[src/rtl/efft_pkg.sv]
// ----------------------------------------------------------------------------
// efft_pkg: shared types and constants of the ellipse fan tessellator
// Field widths, fixed-point constants, the arctangent table of the rotation
// cells and the transaction records that travel down the cell chain.
// ----------------------------------------------------------------------------
`default_nettype none

package efft_pkg;

    // field widths
    localparam int IDX_W      = 13;
    localparam int SEG_W      = 13;
    localparam int RAD_W      = 16;
    localparam int COORD_W    = 17;
    localparam int PHASE_W    = 16;
    localparam int APB_ADDR_W = 4;
    localparam int APB_DATA_W = 32;

    // internal fixed point: unit vector in q2.30, angle in 2^-32 of a turn
    localparam int UNIT_W     = 33;
    localparam int FRAC_BITS  = 30;
    localparam int SCALE_W    = RAD_W + 1 + UNIT_W;
    localparam int ROUND_W    = SCALE_W - FRAC_BITS;

    // limits and defaults
    localparam int MAX_SEGMENTS      = 4096;
    localparam int CORDIC_STAGES_DEF = 16;
    localparam int ATAN_ENTRIES      = 24;

    localparam logic [RAD_W-1:0] RADIUS_RESET  = RAD_W'(256);
    localparam logic [SEG_W-1:0] SEGMENT_RESET = SEG_W'(32);

    localparam logic signed [UNIT_W-1:0]  GAIN_Q30    = UNIT_W'(64'sd652032874);
    localparam logic signed [UNIT_W-1:0]  HALF_PI_Q30 = UNIT_W'(64'sd1686629713);
    localparam logic signed [UNIT_W-1:0]  Q30_HALF    = UNIT_W'(64'sd536870912);
    localparam logic signed [ROUND_W-1:0] OUT_LIMIT   = ROUND_W'(64'sd65535);

    // quadrant offset added before reduction (one eighth of a turn)
    localparam logic [PHASE_W-1:0] EIGHTH_TURN = PHASE_W'(16'h2000);

    // atan(2^-i) in units of 2^-32 of a full turn
    localparam int ATAN_TAB [ATAN_ENTRIES] = '{
        536870912, 316933406, 167458907, 85004756, 42667331, 21354465,
        10679838, 5340245, 2670163, 1335087, 667544, 333772,
        166886, 83443, 41722, 20861, 10430, 5215,
        2608, 1304, 652, 326, 163, 81
    };

    // register map (word index on the apb port)
    typedef enum logic [1:0] {
        REG_RADIUS_X,
        REG_RADIUS_Y,
        REG_SEGMENT_COUNT
    } t_reg_idx;

    // quadrant after reduction to the nearest axis
    typedef enum logic [1:0] {
        QUAD_EAST,
        QUAD_NORTH,
        QUAD_WEST,
        QUAD_SOUTH
    } t_quad;

    // per-transaction side information carried to the output
    typedef struct packed {
        logic             tri_valid;
        logic [IDX_W-1:0] tri_second;
        logic [IDX_W-1:0] tri_third;
        logic             index_error;
        logic             zero_xy;
    } t_meta;

    // record between divider cells
    typedef struct packed {
        logic               live;
        t_meta              meta;
        logic [SEG_W-1:0]   rem;
        logic [PHASE_W-1:0] quo;
    } t_div_item;

    // record between rotation cells
    typedef struct packed {
        logic                     live;
        t_meta                    meta;
        t_quad                    quad;
        logic signed [UNIT_W-1:0] x;
        logic signed [UNIT_W-1:0] y;
        logic signed [UNIT_W-1:0] z;
    } t_cordic_item;

endpackage

`default_nettype wire

[src/rtl/efft_div_cell.sv]
// ----------------------------------------------------------------------------
// efft_div_cell: one restoring division step of the phase divider
// Doubles the partial remainder, subtracts the segment count when it fits
// and shifts one quotient bit into the phase.
// ----------------------------------------------------------------------------
`default_nettype none

module efft_div_cell (
    input  wire logic                     i_clk,
    input  wire logic                     i_rst_n,
    input  wire logic [efft_pkg::SEG_W-1:0] i_n,
    input  wire efft_pkg::t_div_item      i_item,
    output efft_pkg::t_div_item           o_item
);
    import efft_pkg::*;

    logic [SEG_W:0]   w_rem2;
    logic             w_fits;
    logic [SEG_W:0]   w_diff;
    t_div_item        n_item;
    logic             r_live;
    t_div_item        r_item;

    // one quotient bit
    always_comb begin
        w_rem2 = {i_item.rem, 1'b0};
        w_fits = (w_rem2 >= {1'b0, i_n});
        w_diff = w_rem2 - {1'b0, i_n};
        n_item = i_item;
        n_item.rem = w_fits ? w_diff[SEG_W-1:0] : w_rem2[SEG_W-1:0];
        n_item.quo = {i_item.quo[PHASE_W-2:0], w_fits};
    end

    // occupancy
    always_ff @(posedge i_clk) begin
        if (!i_rst_n) begin
            r_live <= 1'b0;
        end else begin
            r_live <= i_item.live;
        end
    end

    // payload
    always_ff @(posedge i_clk) begin
        r_item <= n_item;
    end

    always_comb begin
        o_item = r_item;
        o_item.live = r_live;
    end

endmodule

`default_nettype wire

[config.mk]
export PLATFORM = sky130hd
export DESIGN_NAME = efft_div_cell
export DESIGN_NICKNAME = d
export VERILOG_FILES = /design/src/rtl/efft_pkg.sv /design/src/rtl/efft_div_cell.sv
export SDC_FILE = /design/constraint.sdc
export NUM_CORES = 1
export LEC_CHECK = 0
export ABC_AREA = 1
export BUFFER_PORTS_ARGS = -buffer_cell sky130_fd_sc_hd__buf_2
export CAP_MARGIN = 30
export CORE_UTILIZATION = 44
export CTS_CLUSTER_SIZE = 12
export DETAILED_ROUTE_END_ITERATION = 7
export HOLD_SLACK_MARGIN = 0.1
export PLACE_DENSITY_LB_ADDON = 0.08
export RECOVER_POWER = 50
export SLEW_MARGIN = 40
export SYNTH_ARGS = -nofsm -noshare
export SYNTH_HDL_FRONTEND = slang
export SYNTH_SLANG_ARGS = --single-unit
[constraint.sdc]
create_clock -name i_clk -period 2.58 [get_ports i_clk]
set_input_delay 0.645 -clock i_clk [delete_from_list [all_inputs] [get_ports i_clk]]
set_output_delay 0.645 -clock i_clk [all_outputs]
set_load 0.05 [all_outputs]
Word level (Yosys, flattened, before mapping)
Index checks and enable logic that the tools add are counted.
- bits in registers: 59
- input port bits: 74
- output and inout bits: 59
- logic and storage cells: 12
- add/subtract/negate cells: 1
- order comparisons: 1
- muxes and demuxes: 1
- operators with widths (operator ; number):
    14-bit by 13-bit greater-or-equal comparator with 1-bit output ; 1
    13-bit two-way mux ; 1
    13-bit subtractor ; 1

Longest topological paths before layout
- word-level depth: 2
- gate-level depth with buffers: 12
- depth with buffers taken out: 12

Worst setup path before layout
Ideal clock, no wire load.
- path type: input to register
- from: in i_n[0] in the netlist's numbering
- to: reg r_item, in the netlist o_item[17]
- setup time: 0.113 ns
- arrival: 1.877 ns
- data required time: 2.467 ns
- setup slack: 0.590 ns
- cell stages on the path: 11
- buffers on the path: 1
- path through: inv_1 -> fa_1 -> nand2_1 -> nand2_1 -> nand3_1 -> nand2_2 -> nand2_4 -> nand3_4 -> buf_6 -> nand2_2 -> o21ai_2
- RTL lines (item ; RTL line ; RTL):
    start, declared ; efft_div_cell.sv:11 ; input wire logic [efft_pkg::SEG_W-1:0] i_n,
    end signal, assigned ; efft_div_cell.sv:45 ; r_item <= n_item;
    end, declared ; efft_div_cell.sv:22 ; t_div_item r_item;

==> qor.csv <==
stage,metric,value,unit
status,status,"finished, final reports clean",
timing,hold_ws,0.422,ns
yosys,ys_types,23,
yosys,synthCells,275,
timing,worst_slack,0.664,ns
yosys,yosysTopAreaCellShare,49.4,%
floorplan,die_area,5730,µm²
setup_path,timing_worst_setup_path_type,in -> reg,
power,leakage,1.87,nW
yosys,synth-warning-count,0,
timing,min_period,1.92,ns
cts,clk_pin_slew,0.07,ns
cells_and_area,fin_nets,504,
setup_path,crit_arrival,2.13,ns
cts,clkSinkCount,59,
setup_path,crit_path_start,i_n[0],
power,peakVddDrop,0.359,mV
timing,fin_crit_sh,74.3,%
detailed_routing,route.detailed.drc,0,
flow_run,cap_viol_max_count,0,
placed_design,hpwl,4450,µm
power,power.density,734,nW/µm²
cells_and_area,mostFrequentLayoutCells,"buf_2 (117), nand2_1 (67), dfxtp_1 (59), inv_1 (51), clkbuf_1 (15)",
cts,htreeDepth,3,
cts,ctsLongestPathBuffers,2,
cells_and_area,antenna_cells,0,
setup_path,cp.required,2.79,ns
grt,grt_pass1_vias,1844,
timing,hold_viol,0,
timing,slew_viol_final,0,
grt,grt_start_max_net_pins,22,
detailed_routing,dr_total_vias,2139,
setup_path,crit_slowest_cell,fa_1,
cells_and_area,layout-drive-gt1-share,41.6,%
yosys,yosysSeqAreaShare,49.4,%
setup_path,critPathMaxFanout,21,
hold_path,hold_class,in -> reg,
placed_design,io_buffers,131,
placed_design,place_ws,0.344,ns
detailed_routing,first_pass_iters,4,
detailed_routing,vias_per_cell,4.36,
floorplan,pin_count,133,
yosys,synth_top_area_cell,dfxtp_1,
cells_and_area,syn_to_final_growth,37.9,%
grt,antenna_found_initial,0,
timing,worst_pin_slew,0.632,ns
grt,grt_overflow,0,
setup_path,slowest_delay,0.47,ns
yosys,synth_area_leaders,"dfxtp_1 (49%), nand2_1 (11%), inv_1 (8.0%)",
yosys,avgSynthCellArea,8.69,µm²
setup_path,end_kind,flip-flop,
floorplan,initial_core_util,46.2,%
placed_design,gp_congestion,0.832,
floorplan,rows,26,
setup_path,start_kind,input pin,
cells_and_area,final_common_cell,buf_2,
cts,root_buffer,clkbuf_8,
hold_path,min_from,i_item[31],
yosys,yosys_register_bits,59,
timing,maxSlewHeadroom,58.1,%
cts,ctsResizeCount,0,
timing,timing.fmax,522,MHz
cts,ctsHoldBuffers,0,
cts,cts_tree,yes,
cts,cts_buffers,9,
detailed_routing,wl_per_cell,11.0,µm
timing,setup_tns,0,ns
detailed_routing,drt-total-wl,5400,µm
timing,rsz0062_at_grt,false,
cells_and_area,final_core_util,63.7,%
setup_path,cp_common_cell,nand2_1,
detailed_routing,drt.antenna.violating_nets,0,
grt,grt_use_total,19.1,%
grt,grt_pass1_wl,7960,µm
timing,setup_violations,0,
cts,post_cts.repair.setup_buffers,0,
yosys,netlist_area,2390,µm²
floorplan,die_h,75.7,µm
yosys,synth_nets,363,
detailed_routing,drtIter0Drc,43,
setup_path,cp_cell_sequence,"buf_2, inv_1, fa_1, nand2_1, nand2_1, nand3_1, nand2_2, nand2_4, nand3_4, buf_12, nand2_1, o21ai_2",
floorplan,coreArea,5170,µm²
floorplan,fp.dieW,75.7,µm
## final cells by class
class                           instances  area, µm²
Timing Repair Buffer                  134        673
Clock inverter                          4       25.0
Multi-Input combinational cell        155        958
Clock buffer                           12        155
Tap cell                               70       87.6
Inverter                               57        214
Fill cell                             470       1880
Sequential cell                        59       1180
## worst max-delay path, delay by kind of cell
family	cells	cell delay, ns
AND/OR/NAND/NOR	7	0.61
AO/OA/AOI/OAI	1	0.05
adder cells (fa/ha/maj)	1	0.47
buffers and inverters	3	0.35
## state kept, by name (all words and copies together), names as in the netlist
register / flops
o_item: 58
r_live: 1
## cells in the mapped netlist
library cell	instances
buf_2	1
dfxtp_1	59
nand4_1	10
nand2_1	67
nand2_2	13
nand3_4	1
nor2_1	7
inv_1	51
nor2_2	3
nand2_4	1
buf_6	2
inv_2	6
a21oi_1	4
buf_4	1
xor2_1	5
nand3_2	4
ha_1	13
o21ai_2	7
fa_1	1
nand3_1	14
nand4_4	1
nor2_4	3
a21oi_4	1
## path summary, 6_finish.rpt
check | to | depth (start not counted)
setup / recovery | o_item[23]$_DFF_P_ | 12
hold / removal | o_item[31]$_DFF_P_ | 1
## report_power, final
part	switching, W	internal, W
logic	0.000489	0.000191
registers	0.0000157	0.000988
clock network	0.000335	0.000397
total	0.000840	0.00158
## logic make-up (layout without fill, tap and decap cells)
| logic type | count (synthesis) | in the layout | share of synthesized area, % |
|---|---|---|---|
| and+or+nand+nor | 124 | 124 | 26.6 |
| xor gates and xnor gates | 5 | 5 | 1.83 |
| DFF | 59 | 59 | 49.4 |
| AOI/OAI and AO/OA | 12 | 12 | 4.09 |
| buffers and inverters | 61 | 207 | 10.4 |
| adders and majority gates | 14 | 14 | 7.65 |
## metal layers
metal | vias to the layer above | GRT usage, % | routed length (µm)
li1 | 1121 | - | -
met4 | 0 | 8.64 | 51
met1 | 933 | 20.8 | 2170
met5 | - | 0 | 0
met2 | 81 | 33.2 | 2740
met3 | 4 | 7.14 | 439
## metrics by stage
| stage | instances | total power, W | area (µm²) |
|---|---|---|---|
| 4_1_cts | 491 | 0.00245 | 3310 |
| 3_5_place_dp | 475 | 0.00171 | 3130 |
| 2_1_floorplan | 275 | 0.00154 | 2390 |
| 5_1_grt | 491 | 0.00256 | 3290 |
| 3_3_place_gp | 475 | 0.00170 | 3130 |
| 6_report | 491 | 0.00242 | 3290 |
Power figures use the tool's default switching activity.
