`src/rtl/efft_pkg.sv`:
```
// ----------------------------------------------------------------------------
// efft_pkg: shared types and constants of the ellipse fan tessellator
// Field widths, fixed-point constants, the arctangent table of the rotation
// cells and the transaction records that travel down the cell chain.
// ----------------------------------------------------------------------------
`default_nettype none

package efft_pkg;

    // field widths
    localparam int IDX_W      = 13;
    localparam int SEG_W      = 13;
    localparam int RAD_W      = 16;
    localparam int COORD_W    = 17;
    localparam int PHASE_W    = 16;
    localparam int APB_ADDR_W = 4;
    localparam int APB_DATA_W = 32;

    // internal fixed point: unit vector in q2.30, angle in 2^-32 of a turn
    localparam int UNIT_W     = 33;
    localparam int FRAC_BITS  = 30;
    localparam int SCALE_W    = RAD_W + 1 + UNIT_W;
    localparam int ROUND_W    = SCALE_W - FRAC_BITS;

    // limits and defaults
    localparam int MAX_SEGMENTS      = 4096;
    localparam int CORDIC_STAGES_DEF = 16;
    localparam int ATAN_ENTRIES      = 24;

    localparam logic [RAD_W-1:0] RADIUS_RESET  = RAD_W'(256);
    localparam logic [SEG_W-1:0] SEGMENT_RESET = SEG_W'(32);

    localparam logic signed [UNIT_W-1:0]  GAIN_Q30    = UNIT_W'(64'sd652032874);
    localparam logic signed [UNIT_W-1:0]  HALF_PI_Q30 = UNIT_W'(64'sd1686629713);
    localparam logic signed [UNIT_W-1:0]  Q30_HALF    = UNIT_W'(64'sd536870912);
    localparam logic signed [ROUND_W-1:0] OUT_LIMIT   = ROUND_W'(64'sd65535);

    // quadrant offset added before reduction (one eighth of a turn)
    localparam logic [PHASE_W-1:0] EIGHTH_TURN = PHASE_W'(16'h2000);

    // atan(2^-i) in units of 2^-32 of a full turn
    localparam int ATAN_TAB [ATAN_ENTRIES] = '{
        536870912, 316933406, 167458907, 85004756, 42667331, 21354465,
        10679838, 5340245, 2670163, 1335087, 667544, 333772,
        166886, 83443, 41722, 20861, 10430, 5215,
        2608, 1304, 652, 326, 163, 81
    };

    // register map (word index on the apb port)
    typedef enum logic [1:0] {
        REG_RADIUS_X,
        REG_RADIUS_Y,
        REG_SEGMENT_COUNT
    } t_reg_idx;

    // quadrant after reduction to the nearest axis
    typedef enum logic [1:0] {
        QUAD_EAST,
        QUAD_NORTH,
        QUAD_WEST,
        QUAD_SOUTH
    } t_quad;

    // per-transaction side information carried to the output
    typedef struct packed {
        logic             tri_valid;
        logic [IDX_W-1:0] tri_second;
        logic [IDX_W-1:0] tri_third;
        logic             index_error;
        logic             zero_xy;
    } t_meta;

    // record between divider cells
    typedef struct packed {
        logic               live;
        t_meta              meta;
        logic [SEG_W-1:0]   rem;
        logic [PHASE_W-1:0] quo;
    } t_div_item;

    // record between rotation cells
    typedef struct packed {
        logic                     live;
        t_meta                    meta;
        t_quad                    quad;
        logic signed [UNIT_W-1:0] x;
        logic signed [UNIT_W-1:0] y;
        logic signed [UNIT_W-1:0] z;
    } t_cordic_item;

endpackage

`default_nettype wire

```
`src/rtl/efft_cordic_cell.sv`:
```
// ----------------------------------------------------------------------------
// efft_cordic_cell: one rotation step of the sine/cosine chain
// Rotates the vector by plus or minus atan(2^-STAGE) toward zero residual
// angle and registers the result for the next cell.
// ----------------------------------------------------------------------------
`default_nettype none

module efft_cordic_cell #(
    parameter int STAGE = 0
) (
    input  wire logic                   i_clk,
    input  wire logic                   i_rst_n,
    input  wire efft_pkg::t_cordic_item i_item,
    output efft_pkg::t_cordic_item      o_item
);
    import efft_pkg::*;

    localparam logic signed [UNIT_W-1:0] ATAN = UNIT_W'(ATAN_TAB[STAGE]);

    logic signed [UNIT_W-1:0] w_dx;
    logic signed [UNIT_W-1:0] w_dy;
    t_cordic_item             n_item;
    logic                     r_live;
    t_cordic_item             r_item;

    // micro-rotation, direction from the sign of the residual angle
    always_comb begin
        w_dx   = i_item.y >>> STAGE;
        w_dy   = i_item.x >>> STAGE;
        n_item = i_item;
        if (!i_item.z[UNIT_W-1]) begin
            n_item.x = i_item.x - w_dx;
            n_item.y = i_item.y + w_dy;
            n_item.z = i_item.z - ATAN;
        end else begin
            n_item.x = i_item.x + w_dx;
            n_item.y = i_item.y - w_dy;
            n_item.z = i_item.z + ATAN;
        end
    end

    // occupancy
    always_ff @(posedge i_clk) begin
        if (!i_rst_n) begin
            r_live <= 1'b0;
        end else begin
            r_live <= i_item.live;
        end
    end

    // payload
    always_ff @(posedge i_clk) begin
        r_item <= n_item;
    end

    always_comb begin
        o_item = r_item;
        o_item.live = r_live;
    end

endmodule

`default_nettype wire

```
`config.mk`:
```
export PLATFORM = sky130hd
export DESIGN_NAME = efft_cordic_cell
export DESIGN_NICKNAME = d
export VERILOG_FILES = /design/src/rtl/efft_pkg.sv /design/src/rtl/efft_cordic_cell.sv
export SDC_FILE = /design/constraint.sdc
export NUM_CORES = 1
export LEC_CHECK = 0
export BUFFER_PORTS_ARGS = -buffer_cell sky130_fd_sc_hd__buf_2
export CAP_MARGIN = 20
export CORE_ASPECT_RATIO = 1.1
export CORE_MARGIN = 10
export CORE_UTILIZATION = 45
export CTS_CLUSTER_DIAMETER = 200
export DETAILED_ROUTE_END_ITERATION = 10
export GPL_TIMING_DRIVEN = 0
export PLACE_DENSITY = 0.72
export SLEW_MARGIN = 40
export SYNTH_ARGS = -nofsm -noshare
export SYNTH_HDL_FRONTEND = slang
export SYNTH_SLANG_ARGS = --single-unit
export TNS_END_PERCENT = 50
```
`constraint.sdc`:
```
create_clock -name i_clk -period 6.1 [get_ports i_clk]
set_input_delay 0.61 -clock i_clk [delete_from_list [all_inputs] [get_ports i_clk]]
set_output_delay 0.61 -clock i_clk [all_outputs]
set_load 0.02 [all_outputs]
```
Word-level counts from Yosys, hierarchy flattened
Cells that the tools add are included.
{ "totals": {"regBits": 131, "latchBits": 0, "ramBits": 0, "mem_bits_ro": 0, "in_bits": 133, "output_inout_bits": 131, "word_cells": 16, "mem_count": 0} }
{ "classes": {"add_sub_neg": 5, "multipliers": 0, "n_div": 0, "magnitude_cmp": 0, "n_eq_ne": 0, "shifts": 0, "n_mux": 1, "n_bitwise": 0, "reduce_logical": 0} }
{ "op_table": {"columns": ["cell", "count"], "rows": [
  ["2-to-1 mux 99 bit", 1],
  ["subtractor 33 bit", 2],
  ["adder 33 x 31 -> 33 bit (second input constant)", 1],
  ["adder 33 bit", 1],
  ["subtractor 33 x 31 -> 33 bit (second input constant)", 1]
]} }

Longest topological paths before layout
Gate-level depths: netlist of the first run.
{ "depth": {"depth_word": 2, "depth_mapped": 13, "mapped_depth_nobuf": 13} }

Worst setup path after synthesis of the first run
OpenSTA, ideal clock, no wires.
{ "synth_timing": {"path_kind": "in2reg", "start": "in i_item[37] in the netlist's numbering", "end": "reg r_item, in the netlist o_item[64]", "setup_ns": 0.130, "arrival_ns": 2.826, "t_required_ns": 5.970, "slack_ns": 3.144, "cell_stages": 13, "path_buffers": 1, "cell_sequence": "inv_1 -> ha_1 -> buf_6 -> and2_4 -> a221oi_4 -> a21oi_2 -> o21ai_2 -> a31oi_1 -> a221oi_2 -> o21ai_1 -> a2111oi_2 -> a211oi_1 -> xor2_1"} }
{ "synth_lines": {"columns": ["item", "line_no", "text"], "rows": [
  ["start, declared", "efft_cordic_cell.sv:13", "input wire efft_pkg::t_cordic_item i_item,"],
  ["end signal, assigned", "efft_cordic_cell.sv:53", "r_item <= n_item;"],
  ["end, declared", "efft_cordic_cell.sv:24", "t_cordic_item r_item;"]
]} }

==> flow_summary.json, run 1 <==
{
  "yosys.area.top_type": "dfxtp_1",
  "synthTopCellsByArea": "dfxtp_1 31%, ha_1 15%, a21oi_1 6.5%",
  "p_leak_nw": 5.14,
  "final_cell_mix": "277 x buf_2, 130 x dfxtp_1, 109 x a21oi_1",
  "portBuffers": 262,
  "placed_area_um2": 9950,
  "status": "finished clean",
  "cts_buffers": 17,
  "drive_gt1_share_pct": 27.0,
  "setup_slack_ps": 2610,
  "place_inst": 1500,
  "clock-root-buffer": "clkbuf_16",
  "synth_cell_types": 78,
  "grt_pass1_wl_mm": 45.7,
  "hp-class": "primary input to flip-flop",
  "synth-seq-cells": 130,
  "final_cells": 1534,
  "clockBufferDepth": 2,
  "coreArea_um2": 18300,
  "path_class": "primary input to flip-flop",
  "critPathCaptureType": "flip-flop",
  "fin_area_um2": 10500,
  "grt_overflow_total": 0,
  "p_per_area_nw_per_um2": 288,
  "hpwl_mm": 24.5,
  "hold_path_depth": 1,
  "area_growth_pct": 26.6,
  "synth_area_per_cell_um2": 8.38,
  "ios": 264,
  "start_util_pct": 45.6,
  "num-nets-final": 1511,
  "antenna_found_initial": 2,
  "syn_inst": 995,
  "drc": 0,
  "drtIter0Drc": 655,
  "fin_crit_ps": 3490,
  "pre_cts_ws_ps": 2280,
  "layout_commonest_cell": "buf_2",
  "synth_top_area_share_pct": 31.2,
  "cp_data_required_time_ps": 6390,
  "setup_viol": 0,
  "fp.dieW_um": 150,
  "hold_start": "i_item[124]",
  "cts_setup_buffers": 0,
  "cts_max_level": 4,
  "syn_area_um2": 8330,
  "rsz0062_at_grt": "false",
  "ys_async_sr_fraction_pct": 0,
  "setup_tns_ps": 0,
  "gp_congestion": 0.998,
  "vias": 8300,
  "cts_resized": 0,
  "fin_util_pct": 57.7,
  "die_y_um": 163,
  "row_count": 52,
  "ant_nets": 0,
  "cap_violations": 0,
  "grt_start_max_net_pins": 17,
  "cts_tree": "yes",
  "ys.flop_type": "dfxtp_1",
  "drv_slew": 0,
  "syn_nets": 1230,
  "max_freq_mhz": 286,
  "via_per_inst": 5.41,
  "path_max_fanout": 10,
  "clkTransAtPathRegs_ps": 70,
  "hold_viol_final": 0,
  "ys_seq_area_share_pct": 31.2,
  "die_area_um2": 24400,
  "grt_pass1_vias": 8446,
  "cts_sinks": 130,
  "synth_edf_count": 0,
  "peakVddDrop_mv": 0.172,
  "maxSlewHeadroom_pct": 38.0,
  "yosysWarnings": 0,
  "worstPathArrival_ps": 3780,
  "min_to": "o_item[124]$_DFF_P_",
  "cp-start-kind": "primary input",
  "worstMarginPinSlew_ps": 918,
  "grt_usage_pct": 23.7,
  "hold_buffers": 0,
  "routed_wl_mm": 30.3,
  "drt_pre_antenna_iters": 5,
  "min_period_over_period_pct": 57.3,
  "wl_per_cell_um": 19.8
}
[cell families (layout without fill, tap and decap cells)]
family / after synthesis / after routing / share of synthesized area [%]
xor+xnor: 64 / 64 / 6.73
compound gates: 300 / 300 / 23.9
simple gates: 235 / 235 / 13.6
mux: 12 / 12 / 1.44
flops: 130 / 130 / 31.2
other cells: 0 / 2 / 0
fa+ha+maj: 102 / 102 / 15.7
buf+inv: 152 / 446 / 7.37
[state kept, by name, indices dropped and copies added (netlist names)]
name / flops
o_item: 129
r_live: 1
[synth_stat cells (all sizes together), types with 5 or more instances]
| library cell | count |
|---|---|
| nand3 | 13 |
| and3 | 7 |
| nor2 | 92 |
| a21oi | 112 |
| a31oi | 7 |
| o21a | 7 |
| or2 | 5 |
| clkbuf | 15 |
| a221oi | 7 |
| o211ai | 8 |
| buf | 31 |
| a21o | 19 |
| ha | 98 |
| o31ai | 11 |
| and2 | 7 |
| mux2i | 12 |
| dfxtp | 130 |
| inv | 102 |
| xnor2 | 58 |
| xor2 | 6 |
| nor4 | 7 |
| a21boi | 8 |
| o21ai | 64 |
| o21bai | 15 |
| nand4 | 10 |
| nor2b | 12 |
| nor3 | 18 |
| nand2b | 8 |
| a211oi | 5 |
| nand2 | 44 |
[layout make-up]
| class | count | area, µm² |
|---|---|---|
| timing repair buffer | 262 | 1310 |
| antenna | 2 | 5.00 |
| sequential | 130 | 2600 |
| fill | 1726 | 7730 |
| multi-input combinational | 713 | 5120 |
| clock inverter | 15 | 165 |
| buffer | 46 | 220 |
| inverter | 106 | 398 |
| clock buffer | 17 | 425 |
| tap | 243 | 304 |
[worst max-delay path by stage]
stage	endpoint	slack, ps	start
floorplan	o_item[64]$_DFF_P_	3140	i_item[37]
global placement	o_item[92]$_DFF_P_	2240	i_item[37]
detailed placement	o_item[59]$_DFF_P_	2280	i_item[33]
CTS	o_item[59]$_DFF_P_	2690	i_item[33]
global route	o_item[59]$_DFF_P_	2400	i_item[33]
finish	o_item[92]$_DFF_P_	2610	i_item[37]
[power by group]
part           internal (mW)  switching (mW)  total [mW]
combinational          0.350           0.648       0.998
sequential             0.977          0.0304        1.01
clock                  0.583           0.446        1.03
total                   1.91            1.12        3.03
[critical path: stages]
cell      delay (ps)
buf_2            100
inv_1             40
ha_1             290
buf_6            150
and2_4           170
a221oi_2         260
nand2_1          140
a221oi_2         560
nor4_1           130
nor4_2           550
o21ai_1          210
a21o_1           220
xnor2_1          340
[stage by stage]
| step | hold slack (ps) | total power [mW] |
|---|---|---|
| finish | 285 | 3.03 |
| global placement | 712 | 2.01 |
| detailed placement | 714 | 2.01 |
| global route | 266 | 3.18 |
| CTS | 274 | 3.04 |
| floorplan | 638 | 1.66 |
[metal layers]
metal | up-vias | share of wire, % | track usage (%) | routed length, µm
li1 | 3997 | - | - | -
met1 | 3791 | 40 | 27.6 | 12100
met2 | 437 | 47 | 40.2 | 14400
met3 | 75 | 9.0 | 5.56 | 2730
met4 | 0 | 3.9 | 11.2 | 1170
met5 | - | 0 | 0 | 0
Note: power is estimated with default switching activity, not from simulation.
==> run 2: changes to the inputs <==
Clock period 6.1 ns to 3.31 ns, I/O delays scaled along.
==> flow_summary.json, run 2 (synthesized netlist as in run 1, its figures left out) <==
{
  "comb_power_share_pct": 33.3,
  "largest_reg_flops": 129,
  "path_class": "primary input to flip-flop",
  "cts_tree": "yes",
  "fillCellCount": 1681,
  "portBuffers": 262,
  "ios": 264,
  "grt_pass1_vias": 8548,
  "path_max_fanout": 10,
  "clkTransAtPathRegs_ps": 60,
  "hold_start": "i_item[10]",
  "hpwl_mm": 24.5,
  "power_frac_clock_pct": 33.6,
  "drv_slew": 0,
  "final_cell_mix": "277 x buf_2, 130 x dfxtp_1, 109 x a21oi_1",
  "die_area_um2": 24400,
  "intPower_mw": 3.54,
  "coreArea_um2": 18300,
  "cp-start-kind": "primary input",
  "clockBufferDepth": 2,
  "wl_per_cell_um": 19.9,
  "cts_sinks": 130,
  "fin_area_um2": 10800,
  "cap_violations": 0,
  "drc": 0,
  "peakVddDrop_mv": 0.314,
  "die_y_um": 163,
  "num-nets-final": 1537,
  "ant_nets": 0,
  "p_leak_nw": 5.25,
  "setup_viol": 0,
  "drt_pre_antenna_iters": 5,
  "grt_pass1_wl_mm": 46.3,
  "row_count": 52,
  "drive_gt1_share_pct": 26.5,
  "drtIter0Drc": 712,
  "hold_path_depth": 1,
  "critPathCaptureType": "flip-flop",
  "min_to": "o_item[10]$_DFF_P_",
  "p_per_area_nw_per_um2": 519,
  "grt_start_max_net_pins": 17,
  "start_util_pct": 45.6,
  "placed_area_um2": 9950,
  "hold_viol_final": 0,
  "cts_max_level": 4,
  "switchingPower_mw": 2.08,
  "antenna_found_initial": 2,
  "hp-class": "primary input to flip-flop",
  "routed_wl_mm": 31.0,
  "grt_overflow_total": 0,
  "maxSlewHeadroom_pct": 39.5,
  "vias": 8474,
  "cts_buffers": 17,
  "rsz0062_at_grt": "false",
  "gp_congestion": 0.998,
  "worstPathArrival_ps": 3530,
  "fin_crit_ps": 3240,
  "layout_commonest_cell": "buf_2",
  "status": "finished clean",
  "area_growth_pct": 29.7,
  "grt_usage_pct": 24.0,
  "cts_setup_buffers": 0,
  "max_freq_mhz": 308,
  "fp.dieW_um": 150,
  "clock-root-buffer": "clkbuf_16",
  "via_per_inst": 5.43,
  "min_period_over_period_pct": 97.9,
  "swShare_pct": 37.0,
  "worst_hold_slack_ps": 15.2,
  "pwr-share-seq_pct": 33.1,
  "cp_data_required_time_ps": 3590,
  "worstMarginPinSlew_ps": 895
}
## run 2: cell count changes in the layout (fill, tap and decap cells not counted), sizes merged
cell	change
dlygate4sd3	+26
## run 2: cell type report
| type | count | area [µm²] | area share (%) |
|---|---|---|---|
| multi-input cells | 713 | 5120 | 47.4 |
| flip-flops and latches | 130 | 2600 | 24.1 |
| repair buffers | 288 | 1570 | 14.5 |
| clock buffers | 17 | 425 | 3.93 |
| inverters | 106 | 398 | 3.68 |
| well taps | 243 | 304 | 2.81 |
| plain buffers | 46 | 220 | 2.04 |
| clock inverters | 15 | 165 | 1.53 |
| diodes | 2 | 5.00 | 0.0463 |
## run 2: critical path: stages
cell and delay, ps:
buf_2 100, inv_1 40, ha_1 290, buf_6 150, and2_4 170, a221oi_2 260, nand2_1 140, a221oi_2 570
nor4_1 130, nor4_2 540, o21ai_1 210, a21o_1 220, xnor2_1 340
## run 2: how the worst max path moves through the flow
stage,from,to,slack (ps),cells after the start
floorplan,i_item[37],o_item[64]$_DFF_P_,630,13
global placement,i_item[37],o_item[92]$_DFF_P_,-270,13
detailed placement,i_item[33],o_item[59]$_DFF_P_,-230,13
CTS,i_item[33],o_item[59]$_DFF_P_,180,13
global route,i_item[45],o_item[92]$_DFF_P_,20,13
finish,i_item[37],o_item[92]$_DFF_P_,70,13
## run 2: power groups by stage
stage,clock [mW],sequential (mW),combinational (mW)
2_1_floorplan,0,2.20,0.859
3_3_place_gp,0,1.88,1.82
3_5_place_dp,0,1.89,1.82
4_1_cts,1.92,1.86,1.85
5_1_grt,2.00,1.88,2.01
6_report,1.89,1.86,1.87
## run 2: per-stage QoR
stage,util (%),setup slack [ps],total power [mW],setup TNS (ps),std cells
2_1_floorplan,-,633,3.06,0,995
3_3_place_gp,54.4,-267,3.70,-1170,1500
3_5_place_dp,54.4,-232,3.71,-1100,1500
4_1_cts,58.7,177,5.63,0,1551
5_1_grt,59.1,18.3,5.89,0,1558
6_report,59.1,68.4,5.62,0,1560
## run 2: what timing repair did
item | in CTS | in global routing
hold buffers | 19 | 7
endpoints found under the hold margin | 19 | 7
setup endpoints to repair | 0 | 1
resized for setup | 0 | 1
## run 2: metal layers
metal | up-vias | wire (µm) | global-route usage [%] | part of all wire, %
met1 | 3850 | 12200 | 27.7 | 39
met2 | 484 | 14700 | 40.8 | 48
met3 | 90 | 2820 | 5.84 | 9.1
met4 | 0 | 1270 | 11.4 | 4.1
li1 | 4050 | - | - | -
met5 | - | 0 | 0 | 0
